--- src/hdl/uv_sphere_vertex_and_triangle_gen_macros.svh ---
// assertion macros for the uv sphere generator
`ifndef UV_SPHERE_VERTEX_AND_TRIANGLE_GEN_MACROS_SVH
`define UV_SPHERE_VERTEX_AND_TRIANGLE_GEN_MACROS_SVH
`ifndef SYNTHESIS
// checked only out of reset
`define UVS_ASSERT(lbl, clk, rstn, prop) \
    lbl: assert property (@(posedge clk) disable iff (!rstn) prop) \
        else $error("uvs assertion failed");
// checked at every edge, reset included
`define UVS_ASSERT_ALWAYS(lbl, clk, prop) \
    lbl: assert property (@(posedge clk) prop) \
        else $error("uvs assertion failed");
`else
`define UVS_ASSERT(lbl, clk, rstn, prop)
`define UVS_ASSERT_ALWAYS(lbl, clk, prop)
`endif
`endif

--- src/hdl/uvs_pkg.sv ---
`default_nettype none
package uvs_pkg;

    localparam int MAX_SEGMENTS = 256;
    localparam int SEG_W        = 9;
    localparam int DEN_W        = 10;
    localparam int NUM_W        = 35;
    localparam int Q_W          = 25;
    localparam int ANG_W        = 24;
    localparam int XY_W         = 33;
    localparam int Z_W          = 26;
    localparam int CORDIC_STEPS = 22;

    localparam logic signed [XY_W-1:0] CORDIC_X0 = 33'sd652032874;

    // configuration register indexes
    localparam logic [2:0] CFG_RADIUS          = 3'd0;
    localparam logic [2:0] CFG_WIDTH_SEGMENTS  = 3'd1;
    localparam logic [2:0] CFG_HEIGHT_SEGMENTS = 3'd2;
    localparam logic [2:0] CFG_PHI_START       = 3'd3;
    localparam logic [2:0] CFG_PHI_LENGTH      = 3'd4;
    localparam logic [2:0] CFG_THETA_START     = 3'd5;
    localparam logic [2:0] CFG_THETA_LENGTH    = 3'd6;

    // arctangent of 2^-step in 2^-24 turn
    function automatic logic signed [Z_W-1:0] arc_of(input int step);
        case (step)
            0:  arc_of = 26'sd2097152;
            1:  arc_of = 26'sd1238021;
            2:  arc_of = 26'sd654136;
            3:  arc_of = 26'sd332050;
            4:  arc_of = 26'sd166669;
            5:  arc_of = 26'sd83416;
            6:  arc_of = 26'sd41718;
            7:  arc_of = 26'sd20860;
            8:  arc_of = 26'sd10430;
            9:  arc_of = 26'sd5215;
            10: arc_of = 26'sd2608;
            11: arc_of = 26'sd1304;
            12: arc_of = 26'sd652;
            13: arc_of = 26'sd326;
            14: arc_of = 26'sd163;
            15: arc_of = 26'sd81;
            16: arc_of = 26'sd41;
            17: arc_of = 26'sd20;
            18: arc_of = 26'sd10;
            19: arc_of = 26'sd5;
            20: arc_of = 26'sd3;
            21: arc_of = 26'sd1;
            default: arc_of = 26'sd0;
        endcase
    endfunction

endpackage
`default_nettype wire

--- src/hdl/uvs_cordic_cell.sv ---
`default_nettype none
module uvs_cordic_cell
    import uvs_pkg::*;
#(
    parameter int STEP = 0
) (
    input  wire logic                   i_clk,
    input  wire logic                   i_en,
    input  wire logic signed [XY_W-1:0] i_x,
    input  wire logic signed [XY_W-1:0] i_y,
    input  wire logic signed [Z_W-1:0]  i_z,
    output logic signed      [XY_W-1:0] o_x,
    output logic signed      [XY_W-1:0] o_y,
    output logic signed      [Z_W-1:0]  o_z
);

    localparam logic signed [Z_W-1:0] ARC = arc_of(STEP);

    logic signed [XY_W-1:0] w_xs;
    logic signed [XY_W-1:0] w_ys;

    assign w_xs = i_x >>> STEP;
    assign w_ys = i_y >>> STEP;

    always_ff @(posedge i_clk) begin
        if (i_en) begin
            if (!i_z[Z_W-1]) begin
                o_x <= i_x - w_ys;
                o_y <= i_y + w_xs;
                o_z <= i_z - ARC;
            end else begin
                o_x <= i_x + w_ys;
                o_y <= i_y - w_xs;
                o_z <= i_z + ARC;
            end
        end
    end

endmodule
`default_nettype wire

--- config.mk ---
export PLATFORM = sky130hd
export DESIGN_NAME = uvs_cordic_cell
export DESIGN_NICKNAME = d
export VERILOG_FILES = /design/src/hdl/uv_sphere_vertex_and_triangle_gen_macros.svh /design/src/hdl/uvs_pkg.sv /design/src/hdl/uvs_cordic_cell.sv
export SDC_FILE = /design/constraint.sdc
export NUM_CORES = 1
export LEC_CHECK = 0
export ABC_AREA = 1
export ABC_CLOCK_PERIOD_IN_PS = 2200
export BUFFER_PORTS_ARGS = -buffer_cell sky130_fd_sc_hd__buf_4
export CORE_MARGIN = 10
export CORE_UTILIZATION = 40
export DETAILED_ROUTE_END_ITERATION = 8
export SETUP_SLACK_MARGIN = 0.15
export SLEW_MARGIN = 20
export SYNTH_ARGS = -nofsm -noshare
export SYNTH_HDL_FRONTEND = slang
export SYNTH_SLANG_ARGS = --single-unit
export TNS_END_PERCENT = 1
--- constraint.sdc ---
create_clock -name i_clk -period 2.2 [get_ports i_clk]
set_input_delay 0.44 -clock i_clk [delete_from_list [all_inputs] [get_ports i_clk]]
set_output_delay 0.44 -clock i_clk [all_outputs]
set_load 0.05 [all_outputs]
# After elaboration in Yosys (flattened, before gate mapping)
# Index checks and enable logic that the tools add are counted.
[word_totals]
elab_cells = 11
out_inout_bits = 92
register_bits = 92
[classes]
add_sub_neg = 5
n_mux = 3
[op_table]
columns = ["op", "count"]
rows = [
  ["33-bit 2-to-1 mux", 2],
  ["33-bit subtractor", 2],
  ["33-bit adder", 1],
  ["26-bit by 23-bit adder with 26-bit output (second input constant)", 1],
  ["26-bit 2-to-1 mux", 1],
  ["26-bit by 23-bit subtractor with 26-bit output (second input constant)", 1],
]

# Logic depth before layout (Yosys ltp)
# Gate-level depths: netlist of the first run.
[logic_depth]
word_depth = 2
depth_mapped = 16

# Least setup slack after synthesis of the first run
# Ideal clock, no wire load.
[synth_timing]
path_kind = "input -> register"
from = "in i_x[0]"
to = "reg o_x[32] (data pin)"
slack_ns = 0.068
required_time_ns = 1.948
stages = 13
arrival_ns = 1.879
setup_time_ns = 0.252
path_cell_list = "inv_1 -> ha_1 -> fa_1 -> o21ai_2 -> nand2_1 -> nand2_1 -> nand2_1 -> nand2_1 -> nand2_1 -> nand2_1 -> nand2_1 -> nand3_1 -> nand2_1"
[synth_between]
elab_chain_len = 2
elab_cells_between_ends = 3
classes_between = "add/sub (2); mux (1)"
[synth_rtl]
columns = ["item", "line", "text"]
rows = [
  ["start: declaration", "uvs_cordic_cell.sv:9", "input wire logic signed [XY_W-1:0] i_x,"],
  ["33-bit subtractor / 33-bit adder (equally long branches)", "uvs_cordic_cell.sv:28, uvs_cordic_cell.sv:32", ""],
  ["33-bit 2-to-1 mux *", "uvs_cordic_cell.sv:27", "if (!i_z[Z_W-1]) begin"],
  ["end signal: assignment", "uvs_cordic_cell.sv:28", "o_x <= i_x - w_ys;"],
  ["end signal: assignment", "uvs_cordic_cell.sv:32", "o_x <= i_x + w_ys;"],
  ["end: declaration", "uvs_cordic_cell.sv:12", "output logic signed [XY_W-1:0] o_x,"],
]
# Every way passes the cells marked *; elsewhere a longest branch is shown, timed or not.
# A chain may end at the register's enable or synchronous reset.

# Worst setup path after layout of the first run
[layout_timing]
from = "in i_x[5]"
to = "reg o_x[15] (data pin)"
# The elaborated chain is that of the path after synthesis.

==> flow_summary.yaml, run 1 <==
critical_path:
  worstPathCellList: "buf_4 -> inv_1 -> ha_4 -> nand2_2 -> inv_1 -> a21oi_1 -> nand2_2 -> nand2_1 -> nand2_2 -> or2_1 -> nand3_1 -> o21ai_1"
  critPathMaxStageDelay_ps: 250
  required_ps: 2300
  startpoint_type: "input pin"
  cpLargestDelayFamily: "simple AND/OR/NAND/NOR gates"
  path_max_fanout: 7
  cp-end-kind: "flop"
  arrival_ps: 2120
  path_class: "input pin to flop"
  cp.buffers_inverters: 3
  crit_path_frequent_cell: "nand2_2"
  slowest_stage: "ha_4"
pwr:
  p_per_area_nw_per_um2: 566
  ir_drop_mv: 0.451
  p_leak_nw: 7.92
  total_power_mw: 8.31
clock_tree:
  clockRootBuffer: "clkbuf_16"
  clk_path_buf_depth: 2
  clk_pin_slew_ps: 90
  cts_buffers: 9
  cts_tree: "yes"
  htreeDepth: 3
  postCtsHoldBufs: 0
  clock-sinks: 91
sta:
  max_slew_margin_pct: 65.5
  hold_viol: 0
  fmax_mhz: 495
  slew_viol_final: 0
  tns_ps: 0
  fin_hold_ws_ps: 255
  tightest_slew_ps: 517
  min_period_ps: 2020
  final.period_utilization_pct: 91.8
  setup_viol: 0
  rsz0062_at_grt: "true"
yosys:
  ys_types: 36
  synth.avg_cell_area_sq_um: 6.30
  synthArstFlopShare_pct: 0
  synth.net_count: 1867
  syn-instance-count: 1670
  yosysWarnings: 0
  ys.flop_type: "edfxtp_1"
  synth-seq-cells: 91
  synthesis.area_sq_um: 10500
  yosysSeqAreaShare_pct: 26.0
  synth_edf_count: 91
global_route:
  grt_pass1_wl_mm: 59.5
  grt_usage_pct: 22.4
  grt_pass1_vias: 11300
  grt_max_degree: 63
  grt.overflow.total: 0
  grt_antenna_before_repair: 0
detailed_routing:
  num_vias: 11600
  dr.pass1.iters: 6
  drt_iter0_drc: 1100
  antenna_left: 0
  drc: 0
  route.final.wire_length_mm: 38.6
  wl_per_cell_microns: 16.1
  viasPerCell: 4.85
floorplan:
  core_sq_um: 26000
  dieWidth_microns: 182
  die_y_microns: 182
  io_pins: 186
  start_util_pct: 40.5
  die-area_sq_um: 33200
  rows: 59
cells_and_area:
  diodes: 0
  area_growth_pct: 39.7
  fin_nets: 2255
  drive_gt1_share_pct: 28.6
status:
  status: "finished clean"
place:
  gp_congestion: 0.943
  port_buffers: 185
  hpwl_mm: 32.4
worst_hold_path:
  hold_depth: 1
  hold_class: "input pin to flop"
  hold_path_end: "o_z[3]"
  worstHoldStart: "i_z[3]"
run:
  maxCapViolations: 0
==> state kept, by name (all words and copies together), names as in the netlist <==
register and count:
o_z 26, o_y 32, o_x 33
==> metal layers <==
layer  routed length, microns  track usage (%)  part of all wire, %
met1                    18700             32.4                   48
met2                    16400             34.0                   43
met3                     2970             3.80                  7.7
met4                      507             4.39                  1.3
met5                        0                0                    0
==> power breakdown <==
group	internal, mW	switching [mW]
registers	2.19	0.0782
logic	1.56	2.65
clock network	1.02	0.810
total	4.77	3.54
==> cells by family after synthesis <==
group | synth area share (%)
AND/OR/NAND/NOR | 36.2
buffers and inverters | 14.2
AO/OA/AOI/OAI | 8.94
adder cells (fa/ha/maj) | 12.5
flip-flops | 26.0
XOR/XNOR | 2.16
==> layout by cell type, fill, tap and decap left out, types with 14 or more instances in the layout <==
cell type  synthesis  routed
inv_1            310     305
nor2_1           144     117
nand2_1          571     555
ha_4               0      18
ha_1              99      71
xor2_1            26      25
a21oi_1           68      58
o21bai_1          15      14
edfxtp_1          91      91
buf_4             19     413
o21ai_0           58      52
nand2_2           14      30
inv_2              9      14
nor2_2            11      34
nand3_1          137     135
==> cell usage after synthesis, types with 4 or more instances <==
cell type / instances / share of area, %
a21oi_1: 68 / 3.2
clkbuf_1: 5 / 0.18
o22ai_1: 6 / 0.36
inv_1: 310 / 11
o21bai_1: 15 / 1.1
and2_1: 7 / 0.42
nand2_1: 571 / 20
o21ai_0: 58 / 2.8
nand2_2: 14 / 0.83
xor2_1: 26 / 2.2
nand4_1: 13 / 0.77
o211ai_1: 4 / 0.29
ha_1: 99 / 12
nand3_1: 137 / 6.5
edfxtp_1: 91 / 26
nor2_2: 11 / 0.65
nor3_1: 5 / 0.24
nor2_1: 144 / 5.1
o21ai_1: 10 / 0.48
fa_1: 4 / 0.76
inv_2: 9 / 0.32
nand3_2: 6 / 0.57
buf_2: 13 / 0.62
buf_6: 5 / 0.54
a21oi_2: 5 / 0.42
buf_4: 19 / 1.4
==> repair_timing <==
action	CTS	global route
resized for setup	13	113
pin swaps	1	12
setup endpoints to repair	36	50
setup buffers	0	3
==> worst max-delay path by stage <==
stage          startpoint  depth (start not counted)  endpoint  slack [ps]
6_report           i_x[5]                         12   o_x[15]         180
5_1_grt           i_x[14]                         14   o_x[30]          80
4_1_cts           i_x[14]                         14   o_x[29]         130
3_5_place_dp       i_y[7]                         11   o_y[25]        -370
3_3_place_gp       i_x[5]                         14   o_x[31]        -340
2_1_floorplan      i_x[0]                         13   o_x[32]         140
==> final cells by class <==
class                           instances  area [sq um]
Fill cell                            2612         11300
Multi-Input combinational cell       1216          6790
Timing Repair Buffer                  420          3220
Sequential cell                        91          2730
Inverter                              320          1200
Tap cell                              335           419
Clock buffer                            9           225
Clock inverter                          7           105
==> metrics by stage <==
| step | setup WS (ps) | utilization (%) | std cells | area, sq um |
|---|---|---|---|---|
| after global placement | -344 | 53.3 | 2379 | 13900 |
| final | 180 | 56.6 | 2398 | 14700 |
| after detailed placement | -369 | 53.3 | 2379 | 13900 |
| after floorplan | 136 | - | 1670 | 10500 |
| after CTS | 125 | 54.8 | 2395 | 14200 |
| after global routing | 76.0 | 56.6 | 2398 | 14700 |
Note: power is estimated with default switching activity, not from simulation.
==> run 2: changes to the inputs <==
Settings changed: GPL_TIMING_DRIVEN set to 0.
==> run 2 against run 1 <==
Routed wire length up 5.4%. Critical path depth unchanged. Global-route usage up 0.97 points. Sequential power about the same. Critical path type unchanged. Critical endpoint is now o_x[26].
==> flow_summary.yaml, run 2 (same netlist as run 1, synthesis figures left out) <==
pwr:
  total_power_mw: 8.09
  p_leak_nw: 7.25
  ir_drop_mv: 0.427
  p_per_area_nw_per_um2: 569
critical_path:
  critPathMaxStageDelay_ps: 390
  cp.buffers_inverters: 4
  cp-end-kind: "flop"
  cpLargestDelayFamily: "adder cells"
  worstPathCellList: "buf_4 -> inv_1 -> ha_4 -> fa_2 -> buf_4 -> buf_4 -> o211ai_1 -> nand2_1 -> nand3_1 -> nand2_1 -> nand3_1 -> nand2_1"
  required_ps: 2300
  path_class: "input pin to flop"
  slowest_stage: "fa_2"
  crit_cells: 12
  startpoint_type: "input pin"
  path_max_fanout: 5
  arrival_ps: 2140
sta:
  setup_viol: 0
  hold_viol: 0
  fmax_mhz: 490
  slew_viol_final: 0
  rsz0062_at_grt: "true"
  final.period_utilization_pct: 92.8
  tightest_slew_ps: 882
  min_period_ps: 2040
  max_slew_margin_pct: 41.2
clock_tree:
  clockRootBuffer: "clkbuf_16"
  cts_buffers: 9
  clk_path_buf_depth: 2
  clk_pin_slew_ps: 70
  clock-sinks: 91
  cts_tree: "yes"
  htreeDepth: 3
cells_and_area:
  largest_reg_flops: 33
  mostFrequentLayoutCells: "nand2_1, inv_1, buf_4"
  layout_commonest_cell: "nand2_1"
  top_register: "o_x"
  top_regs: "o_x: 33 flops, o_y: 32 flops, o_z: 26 flops"
  fin_nets: 2099
  drive_gt1_share_pct: 30.0
  area_growth_pct: 35.1
  diodes: 0
  final_area_sq_um: 14200
place:
  port_buffers: 184
  gp_congestion: 0.969
  hpwl_mm: 33.3
  post_dp_cell_area_sq_um: 12300
status:
  status: "finished clean"
floorplan:
  dieWidth_microns: 182
  rows: 59
  core_sq_um: 26000
  die-area_sq_um: 33200
  io_pins: 186
  die_y_microns: 182
  start_util_pct: 40.5
detailed_routing:
  route.final.wire_length_mm: 40.7
  drc: 0
  wl_met1_mm: 19.5
  wl_per_cell_microns: 18.1
  dr.pass1.iters: 5
  wl_met3_mm: 3.50
  wl_met2_mm: 17.2
  num_vias: 11400
  maxUsedRoutingLayer: "met4"
  drt_iter0_drc: 929
  antenna_left: 0
  viasPerCell: 5.10
worst_hold_path:
  hold_depth: 1
  hold_class: "input pin to flop"
global_route:
  grt_max_degree: 92
  grt_pass1_vias: 10800
  grt_pass1_wl_mm: 60.7
  grt_usage_pct: 23.3
  grt.overflow.total: 0
  grt_antenna_before_repair: 0
run:
  maxCapViolations: 0
## run 2: changes by cell type in the layout (fill, tap and decap cells not counted), moves of 17 or more
cell,previous run,this run
a21oi_1,58,31
a21oi_2,13,30
buf_4,413,220
buf_6,2,22
inv_1,305,286
nand2_1,555,484
nand2_2,30,86
nor2_1,117,90
nor2_4,6,32
## run 2: report_power, final
group | internal, mW | total, mW | leakage [nW] | switching, mW
registers | 2.19 | 2.26 | 0.889 | 0.0612
logic | 1.35 | 4.22 | 6.22 | 2.86
clock network | 0.883 | 1.62 | 0.140 | 0.733
total | 4.43 | 8.09 | 7.25 | 3.66
## run 2: worst paths after layout
check	start	endpoint	slack, ps
hold / removal	i_z[7]	o_z[7]	260
setup / recovery	i_x[0]	o_x[26]	160
## run 2: routing by layer
metal | GRT usage (%) | vias up
li1 | - | 5643
met1 | 34.7 | 5321
met2 | 34.7 | 429
met3 | 3.74 | 30
met4 | 4.46 | 0
met5 | 0 | -
## run 2: final cells by class
type | instances | area, sq um
buffer | 43 | 402
clock buffer | 10 | 229
clock inverter | 6 | 63.8
fill | 2625 | 11800
inverter | 320 | 1230
multi-input combinational | 1216 | 7480
sequential | 91 | 2730
tap | 335 | 419
timing repair buffer | 221 | 1660
## run 2: what timing repair did
item | 4_1_cts | 5_1_grt
hold buffers | 0 | 0
setup endpoints to repair | 36 | 50
setup buffers | 2 | 32
cloned | 0 | 3
gates resized for setup | 31 | 338
pin swaps | 3 | 69
## run 2: per-stage QoR
| stage | TNS [ps] | util, % | setup WS, ps | instances | hold slack (ps) |
|---|---|---|---|---|---|
| final | 0 | 54.7 | 159 | 2242 | 257 |
| after global routing | 0 | 54.7 | 73.2 | 2242 | 246 |
| after CTS | 0 | 49.0 | 98.7 | 2207 | 241 |
| after detailed placement | -14440 | 47.5 | -437 | 2189 | 620 |
| after global placement | -13720 | 47.4 | -471 | 2189 | 619 |
| after floorplan | 0 | - | 136 | 1670 | 539 |
==> run 3: changes to the inputs <==
Settings changed: ABC_AREA 1 to not set.
==> run 3 against run 2 <==
The flow now finishes with violations (setup timing). Routed wire length down 21%. Final cell count down 34%. Non-clock buffer count down 10. Die area down 16%. Synthesized area down 18%. Sequential share of layout area up 4.2 points. Sequential power up 3%. Flip-flop and latch count unchanged. Cell area down 18%. Critical path depth down 1.
==> flow_summary.yaml, run 3 <==
yosys:
  ys.flop_type: "edfxtp_1"
  synth_top_area_share_pct: 31.8
  synthesis.area_sq_um: 8580
  synth.avg_cell_area_sq_um: 8.75
  synth_edf_count: 91
  synth.largest_area_cell: "edfxtp_1"
  synthArstFlopShare_pct: 0
  yosysWarnings: 0
  synth.net_count: 1178
  ys_top_cells_by_area: "edfxtp_1, ha_1, a21oi_1"
  synth_commonest_cells: "a21oi_1, ha_1, inv_1"
  yosysSeqAreaShare_pct: 31.8
  ys_types: 76
  syn-instance-count: 981
  synth-seq-cells: 91
  yosysMostFrequentCell: "a21oi_1"
sta:
  setup_ws_ps: -521
  slew_viol_final: 0
  rsz0062_at_grt: "true"
  fin_hold_ws_ps: 249
  final.period_utilization_pct: 124
  hold_viol: 0
  fmax_mhz: 368
  tightest_slew_ps: 942
  max_slew_margin_pct: 37.2
  min_period_ps: 2720
  setup_viol: 46
cells_and_area:
  top_regs: "o_x: 33 flops, o_y: 32 flops, o_z: 26 flops"
  fin_nets: 1396
  final_area_sq_um: 11700
  layout_commonest_cell: "buf_4"
  fin_cells: 1479
  multi_input_area_sq_um: 6070
  fillers: 1974
  mostFrequentLayoutCells: "buf_4, a21oi_1, edfxtp_1"
  diodes: 0
  area_growth_pct: 36.0
  top_register: "o_x"
  regArea_sq_um: 2730
  largest_reg_flops: 33
  drive_gt1_share_pct: 32.1
critical_path:
  cp-end-kind: "flop"
  cpLargestDelayFamily: "compound AO/OA/AOI/OAI gates"
  path_max_fanout: 5
  worstPathCellList: "buf_8 -> ha_4 -> fa_2 -> nor2b_4 -> o211ai_4 -> a31oi_4 -> o22a_2 -> a221o_2 -> a31o_4 -> a211oi_2 -> xor2_1"
  startpoint_type: "input pin"
  required_ps: 2300
  path_class: "input pin to flop"
  cp.buffers_inverters: 1
  arrival_ps: 2820
  critPathMaxStageDelay_ps: 440
  slowest_stage: "a221o_2"
worst_hold_path:
  hold_class: "input pin to flop"
global_route:
  grt.overflow.total: 0
  grt_usage_pct: 21.8
  grt_pass1_wl_mm: 48.6
  grt_pass1_vias: 8239
  grt_antenna_before_repair: 0
  grt_max_degree: 92
floorplan:
  dieWidth_microns: 166
  rows: 53
  die_y_microns: 166
  io_pins: 186
  core_sq_um: 21100
  die-area_sq_um: 27700
  start_util_pct: 40.7
clock_tree:
  clock-sinks: 91
  clockRootBuffer: "clkbuf_16"
  cts_buffers: 9
  clk_pin_slew_ps: 70
  cts_tree: "yes"
  htreeDepth: 3
  postCtsHoldBufs: 0
  clk_path_buf_depth: 2
pwr:
  p_per_area_nw_per_um2: 658
  swShare_pct: 43.9
  power.share.clock_pct: 20.7
  p_int_mw: 4.31
  pwr-share-seq_pct: 30.3
  p_switching_mw: 3.37
  ir_drop_mv: 0.351
  p_leak_nw: 4.86
  combPwrFrac_pct: 49.0
place:
  port_buffers: 185
  pre_cts_slack_ps: -1490
  gp_congestion: 0.940
  hpwl_mm: 24.7
  post_dp_cell_area_sq_um: 10300
  dp_cells: 1441
detailed_routing:
  viasPerCell: 5.73
  route.final.wire_length_mm: 32.0
  num_vias: 8476
  drt_iter0_drc: 851
  dr.pass1.iters: 5
  wl_per_cell_microns: 21.6
  drc: 0
  antenna_left: 0
status:
  failed_checks: "setup timing"
  status: "finished with violations"
run:
  maxCapViolations: 0
## run 3: cell types whose count changed in the layout (fill, tap and decap cells not counted), sizes merged, moves of 11 or more
cell | before | now
xor2 | 26 | 7
inv | 315 | 99
clkbuf | 16 | 34
a211oi | 0 | 17
buf | 258 | 229
nor2 | 157 | 74
nand2 | 587 | 51
a21oi | 73 | 114
a21o | 0 | 14
nand3 | 143 | 18
xnor2 | 0 | 58
nand2b | 0 | 11
nor3 | 6 | 18
## run 3: final cells by class
class / count / share of cell area (%)
multi-input combinational: 742 / 52.0
sequential: 91 / 23.4
timing repair buffer: 207 / 13.5
inverter: 101 / 3.32
tap: 275 / 2.95
buffer: 47 / 2.39
clock buffer: 9 / 1.93
clock inverter: 7 / 0.525
## run 3: logic make-up after synthesis
kind of cell | Yosys count | share of synthesized area [%]
AO/OA/AOI/OAI | 331 | 24.8
multiplexers | 10 | 1.17
buffers and inverters | 148 | 6.90
adder cells (fa/ha/maj) | 103 | 15.4
XOR/XNOR | 65 | 6.63
AND/OR/NAND/NOR | 233 | 13.3
flip-flops | 91 | 31.8
## run 3: routing by layer
metal	global-route usage, %	vias to the layer above	wire length [microns]
met5	0	-	0
met4	7.98	0	750
met3	4.38	53	2920
met2	33.3	449	14300
met1	29.9	3994	14000
li1	-	3980	-
## run 3: through the flow
step,setup TNS [ps],power [mW],util [%]
after floorplan,-13440,4.59,-
after global placement,-55360,5.71,49.0
after detailed placement,-55260,5.72,49.0
after CTS,-16610,7.52,53.4
after global routing,-19550,8.02,55.4
final,-15080,7.68,55.4
## run 3: timing repair
item	CTS	global route
setup endpoints to repair	59	57
setup buffers	14	8
resized for setup	120	93
pin swaps	24	29
## run 3: final timing paths
path / endpoint / cells after the start / slack, ps / from
hold / removal: o_z[6] / 1 / 250 / i_z[6]
setup / recovery: o_y[32] / 11 / -520 / i_y[0]
## run 3: power groups by stage
stage	combinational, mW	sequential (mW)	clock [mW]
2_1_floorplan	1.33	3.26	0
3_5_place_dp	3.35	2.37	0
3_3_place_gp	3.36	2.35	0
5_1_grt	3.98	2.35	1.68
6_report	3.76	2.33	1.59
4_1_cts	3.58	2.33	1.61
