==> config.mk <==
export PLATFORM = sky130hd
export DESIGN_NAME = uvs_div_cell
export DESIGN_NICKNAME = d
export VERILOG_FILES = /design/src/hdl/uv_sphere_vertex_and_triangle_gen_macros.svh /design/src/hdl/uvs_pkg.sv /design/src/hdl/uvs_div_cell.sv
export SDC_FILE = /design/constraint.sdc
export NUM_CORES = 1
export LEC_CHECK = 0
export BUFFER_PORTS_ARGS = -buffer_cell sky130_fd_sc_hd__buf_2
export CORE_UTILIZATION = 47
export CTS_BUF_LIST = sky130_fd_sc_hd__clkbuf_16
export CTS_CLUSTER_DIAMETER = 80
export DETAILED_ROUTE_END_ITERATION = 7
export MAX_ROUTING_LAYER = met4
export PLACE_DENSITY = 0.86
export SLEW_MARGIN = 0
export SYNTH_ARGS = -nofsm -noshare
export SYNTH_HDL_FRONTEND = slang
export SYNTH_SLANG_ARGS = --single-unit
export TNS_END_PERCENT = 50
==> constraint.sdc <==
create_clock -name i_clk -period 3.6 [get_ports i_clk]
set_clock_uncertainty 0.2 [all_clocks]
set_input_delay 0.36 -clock i_clk [delete_from_list [all_inputs] [get_ports i_clk]]
set_output_delay 0.36 -clock i_clk [all_outputs]
set_load 0.01 [all_outputs]
==> src/hdl/uv_sphere_vertex_and_triangle_gen_macros.svh <==
// assertion macros for the uv sphere generator
`ifndef UV_SPHERE_VERTEX_AND_TRIANGLE_GEN_MACROS_SVH
`define UV_SPHERE_VERTEX_AND_TRIANGLE_GEN_MACROS_SVH
`ifndef SYNTHESIS
// checked only out of reset
`define UVS_ASSERT(lbl, clk, rstn, prop) \
    lbl: assert property (@(posedge clk) disable iff (!rstn) prop) \
        else $error("uvs assertion failed");
// checked at every edge, reset included
`define UVS_ASSERT_ALWAYS(lbl, clk, prop) \
    lbl: assert property (@(posedge clk) prop) \
        else $error("uvs assertion failed");
`else
`define UVS_ASSERT(lbl, clk, rstn, prop)
`define UVS_ASSERT_ALWAYS(lbl, clk, prop)
`endif
`endif

==> src/hdl/uvs_pkg.sv <==
`default_nettype none
package uvs_pkg;

    localparam int MAX_SEGMENTS = 256;
    localparam int SEG_W        = 9;
    localparam int DEN_W        = 10;
    localparam int NUM_W        = 35;
    localparam int Q_W          = 25;
    localparam int ANG_W        = 24;
    localparam int XY_W         = 33;
    localparam int Z_W          = 26;
    localparam int CORDIC_STEPS = 22;

    localparam logic signed [XY_W-1:0] CORDIC_X0 = 33'sd652032874;

    // configuration register indexes
    localparam logic [2:0] CFG_RADIUS          = 3'd0;
    localparam logic [2:0] CFG_WIDTH_SEGMENTS  = 3'd1;
    localparam logic [2:0] CFG_HEIGHT_SEGMENTS = 3'd2;
    localparam logic [2:0] CFG_PHI_START       = 3'd3;
    localparam logic [2:0] CFG_PHI_LENGTH      = 3'd4;
    localparam logic [2:0] CFG_THETA_START     = 3'd5;
    localparam logic [2:0] CFG_THETA_LENGTH    = 3'd6;

    // arctangent of 2^-step in 2^-24 turn
    function automatic logic signed [Z_W-1:0] arc_of(input int step);
        case (step)
            0:  arc_of = 26'sd2097152;
            1:  arc_of = 26'sd1238021;
            2:  arc_of = 26'sd654136;
            3:  arc_of = 26'sd332050;
            4:  arc_of = 26'sd166669;
            5:  arc_of = 26'sd83416;
            6:  arc_of = 26'sd41718;
            7:  arc_of = 26'sd20860;
            8:  arc_of = 26'sd10430;
            9:  arc_of = 26'sd5215;
            10: arc_of = 26'sd2608;
            11: arc_of = 26'sd1304;
            12: arc_of = 26'sd652;
            13: arc_of = 26'sd326;
            14: arc_of = 26'sd163;
            15: arc_of = 26'sd81;
            16: arc_of = 26'sd41;
            17: arc_of = 26'sd20;
            18: arc_of = 26'sd10;
            19: arc_of = 26'sd5;
            20: arc_of = 26'sd3;
            21: arc_of = 26'sd1;
            default: arc_of = 26'sd0;
        endcase
    endfunction

endpackage
`default_nettype wire

==> src/hdl/uvs_div_cell.sv <==
`default_nettype none
module uvs_div_cell
    import uvs_pkg::*;
#(
    parameter int SH = 0
) (
    input  wire logic             i_clk,
    input  wire logic             i_en,
    input  wire logic [DEN_W-1:0] i_den,
    input  wire logic [NUM_W-1:0] i_rem,
    input  wire logic [Q_W-1:0]   i_q,
    output logic      [NUM_W-1:0] o_rem,
    output logic      [Q_W-1:0]   o_q
);

    logic [NUM_W:0] w_trial;

    // one restoring step: try the divisor at this bit weight
    assign w_trial = {1'b0, i_rem} - ((NUM_W+1)'(i_den) << SH);

    always_ff @(posedge i_clk) begin
        if (i_en) begin
            if (!w_trial[NUM_W]) begin
                o_rem <= w_trial[NUM_W-1:0];
                o_q   <= {i_q[Q_W-2:0], 1'b1};
            end else begin
                o_rem <= i_rem;
                o_q   <= {i_q[Q_W-2:0], 1'b0};
            end
        end
    end

endmodule
`default_nettype wire

## Word level (Yosys, flattened, before mapping)

Cells that the tools add are included.

| operators by class | value |
|---|---|
| equal/unequal tests | 0 |
| multiply operators | 0 |
| div/mod/pow operators | 0 |
| shift operators | 0 |
| $add $sub $neg | 1 |
| reductions and logical operators | 0 |
| bitwise gates (word level) | 0 |
| magnitude comparators | 0 |
| muxes and demuxes | 2 |

Operator list:

| kind | count |
|---|---|
| $sub A35 B10 Y36 | 1 |
| $mux W35 | 1 |
| $mux W1 | 1 |

| storage, ports and cells | value |
|---|---|
| latch bits | 0 |
| word-level logic and storage cells | 5 |
| register bits after elaboration | 60 |
| input bits | 72 |
| memory bits (read-only) | 0 |
| memories kept | 0 |
| output and inout bits | 60 |
| bits in writable memories | 0 |

## Longest topological paths before layout

Gate-level depths: netlist (run 1).

| logic depth | value |
|---|---|
| depth after elaboration | 2 |
| gate-level depth with buffers | 11 |
| mapped depth without buffers | 10 |

## Worst setup path after synthesis (run 1)

No wires, ideal clock.

| timing | value |
|---|---|
| path type | input to register |
| start point | input i_rem[0] |
| end point | register o_rem[24], data pin |
| arrival | 2404 ps |
| setup slack | 734 ps |
| stages | 11 |
| buffers on the path | 1 |
| path through | inv_1 -> ha_1 -> inv_1 -> fa_1 -> a21o_1 -> a221oi_1 -> o22a_1 -> clkbuf_1 -> nand4_1 -> a21oi_1 -> xor2_1 |

| between the ends | value |
|---|---|
| longest elaborated chain between the ends | 2 |

RTL lines:

| item | line | RTL |
|---|---|---|
| start: declaration | uvs_div_cell.sv:10 | `input wire logic [NUM_W-1:0] i_rem,` |
| $sub A35 B10 Y36 | uvs_div_cell.sv:19 | `assign w_trial = {1'b0, i_rem} - ((NUM_W+1)'(i_den) << SH);` |
| $mux W35 | uvs_div_cell.sv:23 | `if (!w_trial[NUM_W]) begin` |
| end signal: assignment | uvs_div_cell.sv:24 | `o_rem <= w_trial[NUM_W-1:0];` |
| end signal: assignment | uvs_div_cell.sv:27 | `o_rem <= i_rem;` |
| end: declaration | uvs_div_cell.sv:12 | `output logic [NUM_W-1:0] o_rem,` |

No other way between the ends.
A chain may end at the register's enable or synchronous reset.

## Worst setup path in the final report (run 1)

| timing | value |
|---|---|
| start point | input i_rem[0] |
| end point | register o_rem[34], data pin |

Same word-level chain as after synthesis.

==> results of run 1 <==
[power by group through the flow]
stage          Sequential [W]  Clock (W)  Combinational (W)
6_report             0.000864   0.000842           0.000303
5_1_grt              0.000870   0.000880           0.000333
4_1_cts              0.000865   0.000852           0.000303
3_5_place_dp         0.000878          0           0.000298
3_3_place_gp         0.000875          0           0.000288
2_1_floorplan        0.000916          0           0.000111
[layout make-up]
type / instances / area, µm²
multi-input cells: 153 / 1150
repair buffers: 140 / 736
flip-flops and latches: 60 / 1800
clock inverters: 7 / 67.6
inverters: 13 / 48.8
well taps: 75 / 93.8
clock buffers: 9 / 225
fillers: 439 / 1940
[cell usage in the layout (no fill, tap or decap), types with 2 or more instances in the layout]
master,count
sky130_fd_sc_hd__xnor2_1,11
sky130_fd_sc_hd__dlygate4sd3_1,4
sky130_fd_sc_hd__clkinvlp_4,2
sky130_fd_sc_hd__nor3_1,6
sky130_fd_sc_hd__a21o_1,5
sky130_fd_sc_hd__ha_1,10
sky130_fd_sc_hd__clkbuf_16,9
sky130_fd_sc_hd__nand2b_1,4
sky130_fd_sc_hd__buf_4,6
sky130_fd_sc_hd__mux2_2,9
sky130_fd_sc_hd__buf_2,130
sky130_fd_sc_hd__nor2_1,10
sky130_fd_sc_hd__nand3_1,9
sky130_fd_sc_hd__a211oi_1,2
sky130_fd_sc_hd__a21oi_1,17
sky130_fd_sc_hd__or4_4,2
sky130_fd_sc_hd__xor2_1,20
sky130_fd_sc_hd__nor4_1,4
sky130_fd_sc_hd__nand4_1,5
sky130_fd_sc_hd__a221oi_1,2
sky130_fd_sc_hd__edfxtp_1,60
sky130_fd_sc_hd__clkinv_2,2
sky130_fd_sc_hd__nand2_1,13
sky130_fd_sc_hd__nor3b_1,3
sky130_fd_sc_hd__nand4b_1,4
sky130_fd_sc_hd__inv_1,13
[sequential cells by signal, summed over array words and instances (netlist names)]
signal,count
o_q,25
o_rem,35
[how the worst max path moves through the flow]
stage | startpoint | end | slack (ns)
after floorplan | i_rem[0] | o_rem[24]$_DFFE_PP_ | 0.73
after global placement | i_rem[0] | o_rem[34]$_DFFE_PP_ | 0.48
after detailed placement | i_rem[0] | o_rem[34]$_DFFE_PP_ | 0.38
after CTS | i_rem[0] | o_rem[34]$_DFFE_PP_ | 0.73
after global routing | i_rem[0] | o_rem[34]$_DFFE_PP_ | 0.57
final | i_rem[0] | o_rem[34]$_DFFE_PP_ | 0.72
[cells by family (layout without fill, tap and decap cells)]
group | Yosys count | in the layout
simple gates | 67 | 67
flops | 60 | 60
compound gates | 34 | 34
xor+xnor | 31 | 31
buf+inv | 21 | 169
fa+ha+maj | 11 | 11
mux | 10 | 10
[through the flow]
step	area (µm²)	hold slack, ns	cells	total power, W
after floorplan	3030	0.259	234	0.00103
after global placement	3790	0.337	437	0.00116
after detailed placement	3790	0.339	437	0.00118
after CTS	4100	0.000190	455	0.00202
after global routing	4120	0.00111	457	0.00208
final	4120	0.00639	457	0.00201
[critical path, cell delays in order]
cell and delay, ns:
sky130_fd_sc_hd__buf_2 0.09, sky130_fd_sc_hd__inv_1 0.06, sky130_fd_sc_hd__ha_1 0.17, sky130_fd_sc_hd__inv_1 0.05, sky130_fd_sc_hd__fa_1 0.39, sky130_fd_sc_hd__a21o_1 0.21
sky130_fd_sc_hd__a221oi_1 0.46, sky130_fd_sc_hd__o22a_1 0.30, sky130_fd_sc_hd__nand4_2 0.13, sky130_fd_sc_hd__a2111oi_2 0.40, sky130_fd_sc_hd__xor2_1 0.11
[metal layers]
metal  part of all wire [%]  wire length (µm)
met3                    8.6               625
met5                      0                 0
met2                     50              3660
met4                    3.1               229
met1                     38              2780
[timing repair]
action,in CTS,in global routing
gates resized for setup,0,0
hold buffers,2,2
hold endpoints to repair,2,2
==> results by stage, run 1 <==
Pwr:
- The share of total power dissipated in sequential elements is 43.0%.
- The proportion of power drawn by the clock network is 41.9%.
- The leakage power total is between 1.5 and 2 nW.
- In this run switching power makes up 24.4% of total power.
- Combinational cells account for between 15 and 20% of the total power.
- The largest voltage drop on the vdd net is 0.431 mV.
- Summed over all nets, the switching power comes to roughly 0.00049 W.
- Dividing total power by cell area gives a power density of about 490 mW/mm².
- The design internal power is 0.00152 W.

Timing:
- The total negative slack for setup checks is 0 ns.
- Once routing completed, OpenROAD measured the worst setup slack at 0.722 ns.
- For the pin with the worst max-slew slack, the measured transition is 0.774 ns.
- Derived from the worst setup path, the maximum achievable clock frequency is 0.347 GHz.
- Setup repair after global routing left no endpoint under its margin.
- The number of max-slew violations in the final report is 0.
- The total of endpoints with negative setup slack in the final report is 0.
- The relative slew slack is 48.4%.
- Of the available clock period, the critical path in the final layout requires roughly 80%.
- The final hold violation count was 0.
- The worst path needs approximately 2.9 ns of the cycle, external delays included.

Yosys:
- Yosys printed 0 warnings.
- In the synthesized netlist the async set-or-reset flop fraction comes to 0%.
- Counting instances in the post-synthesis netlist gives the leading cell types as sky130_fd_sc_hd__edfxtp_1, sky130_fd_sc_hd__xor2_1, sky130_fd_sc_hd__a21oi_1.
- Summing the areas of all and, or, nand and nor instances in the mapped netlist gives between 10% and 20% of the synthesized area.
- Averaged over all synthesized cells, the footprint is 12.9 µm².
- Synthesis inferred 60 register bits.
- The cell area that synthesis handed to floorplanning was 0.00303 mm².
- For this run, the register share of the synthesized area comes to 59.5%.
- The dominant register cell in the synthesized netlist is sky130_fd_sc_hd__edfxtp_1.
- Synthesis produced a netlist whose cell count is 234.
- In the synthesized netlist, mux cells make up approximately 3.7% of the area.
- Yosys instantiated no cell more often than sky130_fd_sc_hd__edfxtp_1.
- After synthesis, the cell types taking the most area are sky130_fd_sc_hd__edfxtp_1, sky130_fd_sc_hd__xor2_1, sky130_fd_sc_hd__ha_1.
- The synthesized net count is 317.
- The number of library cell types mapped by synthesis is 39.
- The dominant combinational cell family by area after synthesis is simple AND/OR/NAND/NOR gates.
- The largest total area in the synthesized netlist belongs to sky130_fd_sc_hd__edfxtp_1.
- Summing the areas of all xor and xnor instances in the mapped netlist gives 8.96% of the synthesized area.
- The share of the synthesized area in the top cell type is 59.5%.
- The compound-cell area share of the yosys netlist is approximately 7.4%.
- The number of flops mapped to enable cells by yosys is 60.
- The share of synthesized cell area in full adder, half adder and majority cells is between 4 and 5%.

Route:
- Dividing the detail-routed via count by the number of cells gives between 5 and 6.
- The final routed wirelength across all metal layers is approximately 7300 µm.
- The DRC violations left is 0.
- The first TritonRoute pass finished after 6 iterations.
- The detail-routed net length per standard cell is roughly 16 µm.
- The count of antenna-violating nets left after detailed routing is 0.
- The count of routing violations after the opening detailed-route iteration is roughly 100.
- The number of vias after detailed routing is 2,449.

Placement:
- The pre-CTS worst setup slack is 0.376 ns.
- At the end of routability-driven placement, the weighted congestion stood at approximately 0.8.
- Summed over all nets, the half-perimeter wirelength after detailed placement is roughly 5200 µm.
- The number of input and output port buffers inserted is 130.

Global route:
- Global routing used 7.25% of the available met3 tracks.
- The global-route track usage on met1 is between 20% and 30%.
- met2 is the most crowded layer.
- The number of global-route vias before repair is around 2,400.
- Global routing consumed, on the met2 layer, a little under two fifths of the routing resources.
- The overall routing resource usage is roughly 22%.
- The pin count of the biggest net entering global routing is 37.
- The first global-routing pass estimated 10,600 µm of wire.
- Summed over all layers, the global routing overflow is 0.
- The number of antenna violations at the first check in global routing is 0.

Setup path:
- The data arrival at the endpoint of the critical path is roughly 2.7 ns.
- At the worst endpoint, the required time is ~3.5 ns.
- The critical path capture point type is a flip-flop.
- The startpoint class of the critical path is a primary input.
- The critical path is of the primary input to flip-flop type.
- The worst-path maximum fanout is 3.

Clock network:
- The CTS buffer count is 9.
- The clock passes through at most 2 buffers.
- After clock tree synthesis, the clock-pin slew on the worst setup and hold paths is about 0.050 ns.
- The clock tree from TritonCTS is yes.
- The H-tree was split into 3 levels.
- CTS placed an instance of sky130_fd_sc_hd__clkbuf_16 at the clock tree root.
- The number of buffers added for setup after CTS is 0.
- Clock tree synthesis found a total of 60 sinks.

Die:
- The total I/O pin count is roughly 130.
- The floorplan step defined a die boundary enclosing ~0.0068 mm².
- The starting density of the core is between 40 and 50%.
- The die is around 80 µm tall.
- The floorplan has 28 rows.
- The width of the chip is roughly 82 µm.
- The core area is 0.00606 mm².

Layout:
- The total number of nets in the final design is 460.
- At the end of the flow the core is filled with cells to between 60% and 70%.
- The area added between synthesis and finish is 36.0%.
- The fraction of final layout cells with drive strength greater than 1 is approximately 43%.
- The number of antenna diodes in the final layout is 0.

Min path:
- The worst hold endpoint is o_q[15]$_DFFE_PP_.
- Counting instances, the worst hold path has a depth of 1.
- The worst hold path startpoint is i_q[14].
- The type of the worst min-delay path is primary input to flip-flop.

Flow run:
- The max-capacitance violation count is 0.

Run status:
- The flow ran to the end, and the final reports show no timing, DRC or antenna violations.
Note: power is estimated with default switching activity, not from simulation.
==> run 2, diff against run 1 <==
- clock period: 3.6 -> 2.7 ns (I/O delays scaled with it)
==> results by stage, run 2 (synthesized netlist as in run 1, its figures left out) <==
Run status:
- The run finished with clean final reports.

Clock network:
- The root buffer cell chosen for the clock tree is sky130_fd_sc_hd__clkbuf_16.
- The number of levels the H-tree was split into is 3.
- The clock transition at the register clock pins on the worst setup and hold paths after CTS is ~0.06 ns.
- The CTS buffer count is 9.
- No sink is reached through more buffers than the 2 on the longest clock path.
- The clock net in this run drives a total of 60 sinks.
- The number of buffers added for setup after CTS is 0.
- TritonCTS built the clock tree.

Layout:
- Cells with a size suffix above 1 make up between 40% and 50% of the layout.
- For this run, the share of the core covered by cells in the final layout is between 70% and 80%.
- The final antenna diode count is 0.
- After the last flow step, the layout net total stands at approximately 500.
- Registers take about 0.0018 mm².
- The multi-input logic area is 0.00117 mm².
- The number of fill cells in the layout is roughly 380.
- The final non-filler cell total is approximately 480.
- The area added between synthesis and finish is 45.5%.
- The top cell types in the final layout, fill and taps aside, are sky130_fd_sc_hd__buf_2, sky130_fd_sc_hd__edfxtp_1, sky130_fd_sc_hd__dlygate4sd3_1.
- The commonest non-fill, non-tap cell in the layout is sky130_fd_sc_hd__buf_2.
- The number of flip-flops under the largest register name is 35.
- Counting flops per register, the top entry is o_rem.
- The largest registers in the layout are o_rem: 35 flops, o_q: 25 flops.

Die:
- The die boundary height is 82.3 µm.
- The core area is a little over 0.006 mm².
- The total I/O pin count is 132.
- The die area is 0.00677 mm².
- The site row count is 28.
- The starting density of the core is approximately 50%.
- The floorplan step set the die width to 82.3 µm.

Timing:
- The total of endpoints with negative setup slack in the final report is 0.
- The relative slew slack is around half.
- The final period utilization is around 95%.
- Setup repair after global routing left no endpoint under its margin.
- The final hold violation count is 0.
- For the pin with the worst max-slew slack, the measured transition is 0.766 ns.
- Subtracting the final worst setup slack from the clock period gives 2.55 ns.
- The timing-limited maximum frequency is 0.392 GHz.
- The number of max-slew violations in the final report is 0.

Global route:
- The pin count of the biggest net entering global routing is just over 60.
- The number of antenna violations at the first check in global routing was 0.
- Global routing consumed, over all layers together, roughly 25% of the routing resources.
- The total overflow left after global routing is 0.
- The first global-routing pass estimated 11,600 µm of wire.
- The number of global-route vias before repair was about 2,500.

Flow run:
- Across the run, the number of max-cap violations was 0.

Setup path:
- STA puts the critical path data required time at approximately 2.6 ns.
- The data arrival at the endpoint of the critical path is 2.41 ns.
- Along the worst path, the maximum fanout reaches 2.
- The path type of the worst setup path is primary input to flip-flop.
- The start point of the critical path is i_rem[0].
- STA classifies the critical path endpoint as a flip-flop.
- The worst setup path is launched from a primary input.

Placement:
- Routability-driven placement finished with a final weighted congestion of around 0.87.
- The number of input and output port buffers inserted is 130.
- In this run, placement finished with an instance count of 444.
- The final HPWL from detailed placement is roughly 5000 µm.

Pwr:
- The analysis attributes to cell leakage a power of roughly 1.9 nW.
- The largest voltage drop on the vdd net is 0.429 mV.
- For this design the ratio of total power to cell area is 634 mW/mm².

Route:
- In the routed design, unresolved DRC markers number 0.
- For this run, the detailed router's first-pass iteration total came to 6.
- The final routed wirelength across all metal layers is 7860 µm.
- The routed layout has 2,584 vias.
- In the final routed layout, each cell accounts on average for ~16 µm.
- The count of routing violations after the opening detailed-route iteration is ~190.
- The count of antenna-violating nets left after detailed routing is 0.
- In the routed layout, each cell is associated on average with a via count of around 5.3.

Min path:
- The type of the worst min-delay path is primary input to flip-flop.
- The worst hold path startpoint is i_rem[31].
==> run 2: per-layer routing <==
| layer | up-vias | wire length (µm) | track usage [%] |
|---|---|---|---|
| li1 | 1214 | - | - |
| met1 | 1219 | 2950 | 24.3 |
| met2 | 127 | 4090 | 43.6 |
| met3 | 24 | 537 | 6.04 |
| met4 | 0 | 282 | 15.1 |
| met5 | - | 0 | - |
==> run 2: power by group <==
group	total [W]	switching (W)	internal, W
clock network	0.00120	0.000403	0.000795
logic	0.000441	0.000231	0.000210
registers	0.00115	0.0000225	0.00113
==> run 2: cell type report <==
class                   count  share of cell area (%)
inverters                  13                    1.11
clock buffers               9                    5.11
flip-flops and latches     60                    40.9
multi-input cells         153                    26.5
clock inverters             7                    1.90
well taps                  75                    2.13
repair buffers            167                    22.4
==> run 2: worst max-delay path, stage by stage <==
cell	delay, ns
sky130_fd_sc_hd__buf_2	0.09
sky130_fd_sc_hd__inv_1	0.06
sky130_fd_sc_hd__ha_1	0.16
sky130_fd_sc_hd__inv_1	0.05
sky130_fd_sc_hd__fa_1	0.40
sky130_fd_sc_hd__a21o_1	0.21
sky130_fd_sc_hd__a221oi_2	0.30
sky130_fd_sc_hd__o22a_1	0.23
sky130_fd_sc_hd__nand4_2	0.15
sky130_fd_sc_hd__a2111oi_4	0.36
sky130_fd_sc_hd__xor2_1	0.10
==> run 2: path summary, 6_finish.rpt <==
| kind | end | slack (ns) | depth (start not counted) |
|---|---|---|---|
| setup / recovery | o_rem[34]$_DFFE_PP_ | 0.15 | 11 |
| hold / removal | o_rem[31]$_DFFE_PP_ | 0.06 | 2 |
==> run 2: through the flow <==
stage	area, µm²	total power [W]	hold WS [ns]	worst slack [ns]	TNS, ns
3_3_place_gp	3840	0.00156	0.246	-0.181	-1.11
2_1_floorplan	3030	0.00137	0.169	-0.0467	-0.0467
5_1_grt	4410	0.00289	0.0719	0.00403	0
4_1_cts	4390	0.00279	0.0528	0.0671	0
6_report	4410	0.00279	0.0556	0.146	0
3_5_place_dp	3840	0.00157	0.248	-0.247	-2.01
==> run 2: repair_timing <==
action,CTS,global route
gates resized for setup,0,2
setup endpoints to repair,0,12
hold buffers,24,0
endpoints found under the hold margin,24,0
==> run 3, diff against run 2 <==
- SETUP_SLACK_MARGIN: default -> 0.4
==> results by stage, run 3 (synthesized netlist as in run 1, its figures left out) <==
Die:
- In this run the vertical extent of the chip is just over 80 µm.
- The site row count is 28.
- The starting density of the core is ~50%.
- The die covers 0.00677 mm².
- The core area is 0.00606 mm².
- In this run the horizontal extent of the chip is about 82 µm.
- During I/O placement, the number of pins put on the boundary was between 100 and 150.

Timing:
- Setup violations remaining at the end of the flow were counted as 0.
- The final period utilization is between 80% and 90%.
- The minimum clock period after layout is around 2.4 ns.
- The transition at the pin with the smallest max-transition slack is between 0.7 and 0.8 ns.
- The relative slew slack is about half.
- Setup repair after global routing could not meet its margin everywhere.
- The total negative slack for setup checks is 0 ns.
- Based on the critical path, the design can be clocked at up to around 0.42 GHz.
- The final hold slack is ~0.044 ns.
- The number of max-slew violations in the final report is 0.
- The final hold violation count is 0.

Layout:
- In the final layout, the registers with the most flip-flops are o_rem: 35 flops, o_q: 25 flops.
- The area added between synthesis and finish is 52.0%.
- The total number of nets in the final design is 488.
- The post-route netlist has around 49% of its cells at a drive strength greater than 1.
- The final standard cell area without fillers is about 0.0046 mm².
- The register with the most flip-flops in the layout has 35 of them.
- Leaving out fill and tap cells, the most frequent cell in the layout is sky130_fd_sc_hd__buf_2.
- The library cells used most frequently in the layout, excluding fill and tap cells, are sky130_fd_sc_hd__buf_2, sky130_fd_sc_hd__edfxtp_1, sky130_fd_sc_hd__dlygate4sd3_1.
- The final antenna diode count is 0.
- The final non-filler cell total is ~490.
- The register with the highest flop count is o_rem.

Global route:
- The total congestion overflow is 0.
- The first global-routing pass estimated 12,500 µm of wire.
- The overall routing resource usage is between 20% and 30%.
- The number of global-route vias before repair is roughly 2,600.
- The number of antenna violations at the first check in global routing is 0.
- Entering global routing, the biggest net connects a little over 60 pins.

Clock network:
- The clock transition at the register clock pins on the worst setup and hold paths after CTS is around 0.060 ns.
- TritonCTS built the clock tree.
- The clock sink total is 60.
- The buffer type at the clock tree root is sky130_fd_sc_hd__clkbuf_16.
- The CTS buffer count is 9.
- The clock tree synthesis step divided the H-tree into 3 levels.
- The maximum buffer depth of the clock tree is 2.

Min path:
- Along the worst hold path, the cell count comes to 2.
- The type of the worst min-delay path is primary input to flip-flop.
- The worst hold path terminates at o_rem[16]$_DFFE_PP_.
- The worst hold path startpoint is i_rem[16].

Route:
- After detailed routing, the number of vias per cell comes to 5.50.
- The DRC violations left is 0.
- The count of antenna-violating nets left after detailed routing is 0.
- The number of vias after detailed routing is between 2,000 and 3,000.
- After the first detailed-routing iteration, the DRC count stood at 169.
- The detail-routed net length per standard cell is approximately 18 µm.
- The number of detailed-routing iterations run before antenna repair is 4.
- The final routed wirelength across all metal layers is between 8000 and 9000 µm.

Setup path:
- The most numerous cell on the critical path is sky130_fd_sc_hd__or4_4.
- On the critical path, the stage with the largest delay is an instance of sky130_fd_sc_hd__or4_4.
- The most critical setup path has its startpoint at i_rem[15].
- The signal on the critical path passes through buf_6 > or4_4 > or4_4 > nor4_4 > buf_4 > nand4_1 > a21oi_2 > xor2_1.
- The critical path in this run is classified as primary input to flip-flop.
- The critical path capture point type is a flip-flop.
- The family of cells with the greatest summed delay on the critical path is simple AND/OR/NAND/NOR gates.
- At the worst endpoint, the required time is ~2.6 ns.
- For the worst setup path, the data arrival time is between 2 and 2.5 ns.
- STA classifies the critical path startpoint as a primary input.
- The number of buffers and inverters on the critical path is 2.
- The largest single stage delay on the critical path is around 0.53 ns.
- Of all nets on the critical path, the largest fanout is 6.

Pwr:
- Across the VDD grid, the largest voltage drop is roughly 0.7 mV.
- In this run the static leakage power is between 1.5 and 2 nW.
- The power density over cell area is approximately 620 mW/mm².

Flow run:
- The max-capacitance violation count is 0.

Placement:
- In this run, placement finished with an instance count of approximately 440.
- The final HPWL from detailed placement is between 5000 and 6000 µm.
- The number of input and output port buffers inserted is 130.
- Routability-driven placement finished with a final weighted congestion of between 0.8 and 0.9.
- The total cell area at the placement stage is ~0.0039 mm².

Run status:
- The run finished with clean final reports.
[run 3: cell types whose count changed in the layout (fill, tap and decap cells not counted), sizes merged]
cell  delta
buf      +1
[run 3: final cells by class]
type                            count  area, µm²
Sequential cell                    60       1800
Fill cell                         357       1460
Multi-Input combinational cell    153       1300
Timing Repair Buffer              168       1040
Clock buffer                        9        225
Tap cell                           75       93.8
Clock inverter                      7       83.8
Inverter                           13       61.3
[run 3: worst max path at each step]
stage	to	slack [ns]	depth (start not counted)
finish	o_rem[22]$_DFFE_PP_	0.31	8
global route	o_rem[22]$_DFFE_PP_	0.27	12
CTS	o_rem[34]$_DFFE_PP_	0.36	11
detailed placement	o_rem[34]$_DFFE_PP_	-0.08	11
global placement	o_rem[34]$_DFFE_PP_	-0.01	11
floorplan	o_rem[34]$_DFFE_PP_	0.07	6
[run 3: report_power, final]
group	total, W	leakage, nW	internal (W)	switching [W]
combinational	0.000472	1.23	0.000224	0.000248
clock	0.00121	0.155	0.000796	0.000416
sequential	0.00116	0.587	0.00113	0.0000264
total	0.00284	1.97	0.00215	0.000691
[run 3: routing by layer]
layer,part of all wire (%),vias to the layer above,wire [µm],global-route usage [%]
met5,0,-,0,-
met4,3.0,0,267,11.2
met3,8.2,33,724,6.81
met2,52,179,4600,47.4
met1,37,1235,3260,27.1
li1,-,1222,-,-
[run 3: stage by stage]
step	power, W	utilization [%]	worst slack [ns]
3_5_place_dp	0.00159	64.7	-0.0777
3_3_place_gp	0.00157	64.7	-0.00953
2_1_floorplan	0.00138	-	0.0719
6_report	0.00284	76.0	0.305
4_1_cts	0.00281	74.0	0.357
5_1_grt	0.00294	76.0	0.270
[run 3: timing repair]
| item | 4_1_cts | 5_1_grt |
|---|---|---|
| cloned | 0 | 1 |
| pin swaps | 4 | 8 |
| endpoints found under the setup margin | 8 | 33 |
| buffers inserted | 0 | 2 |
| hold endpoints to repair | 24 | 0 |
| gates resized for setup | 3 | 20 |
| hold buffers | 24 | 0 |
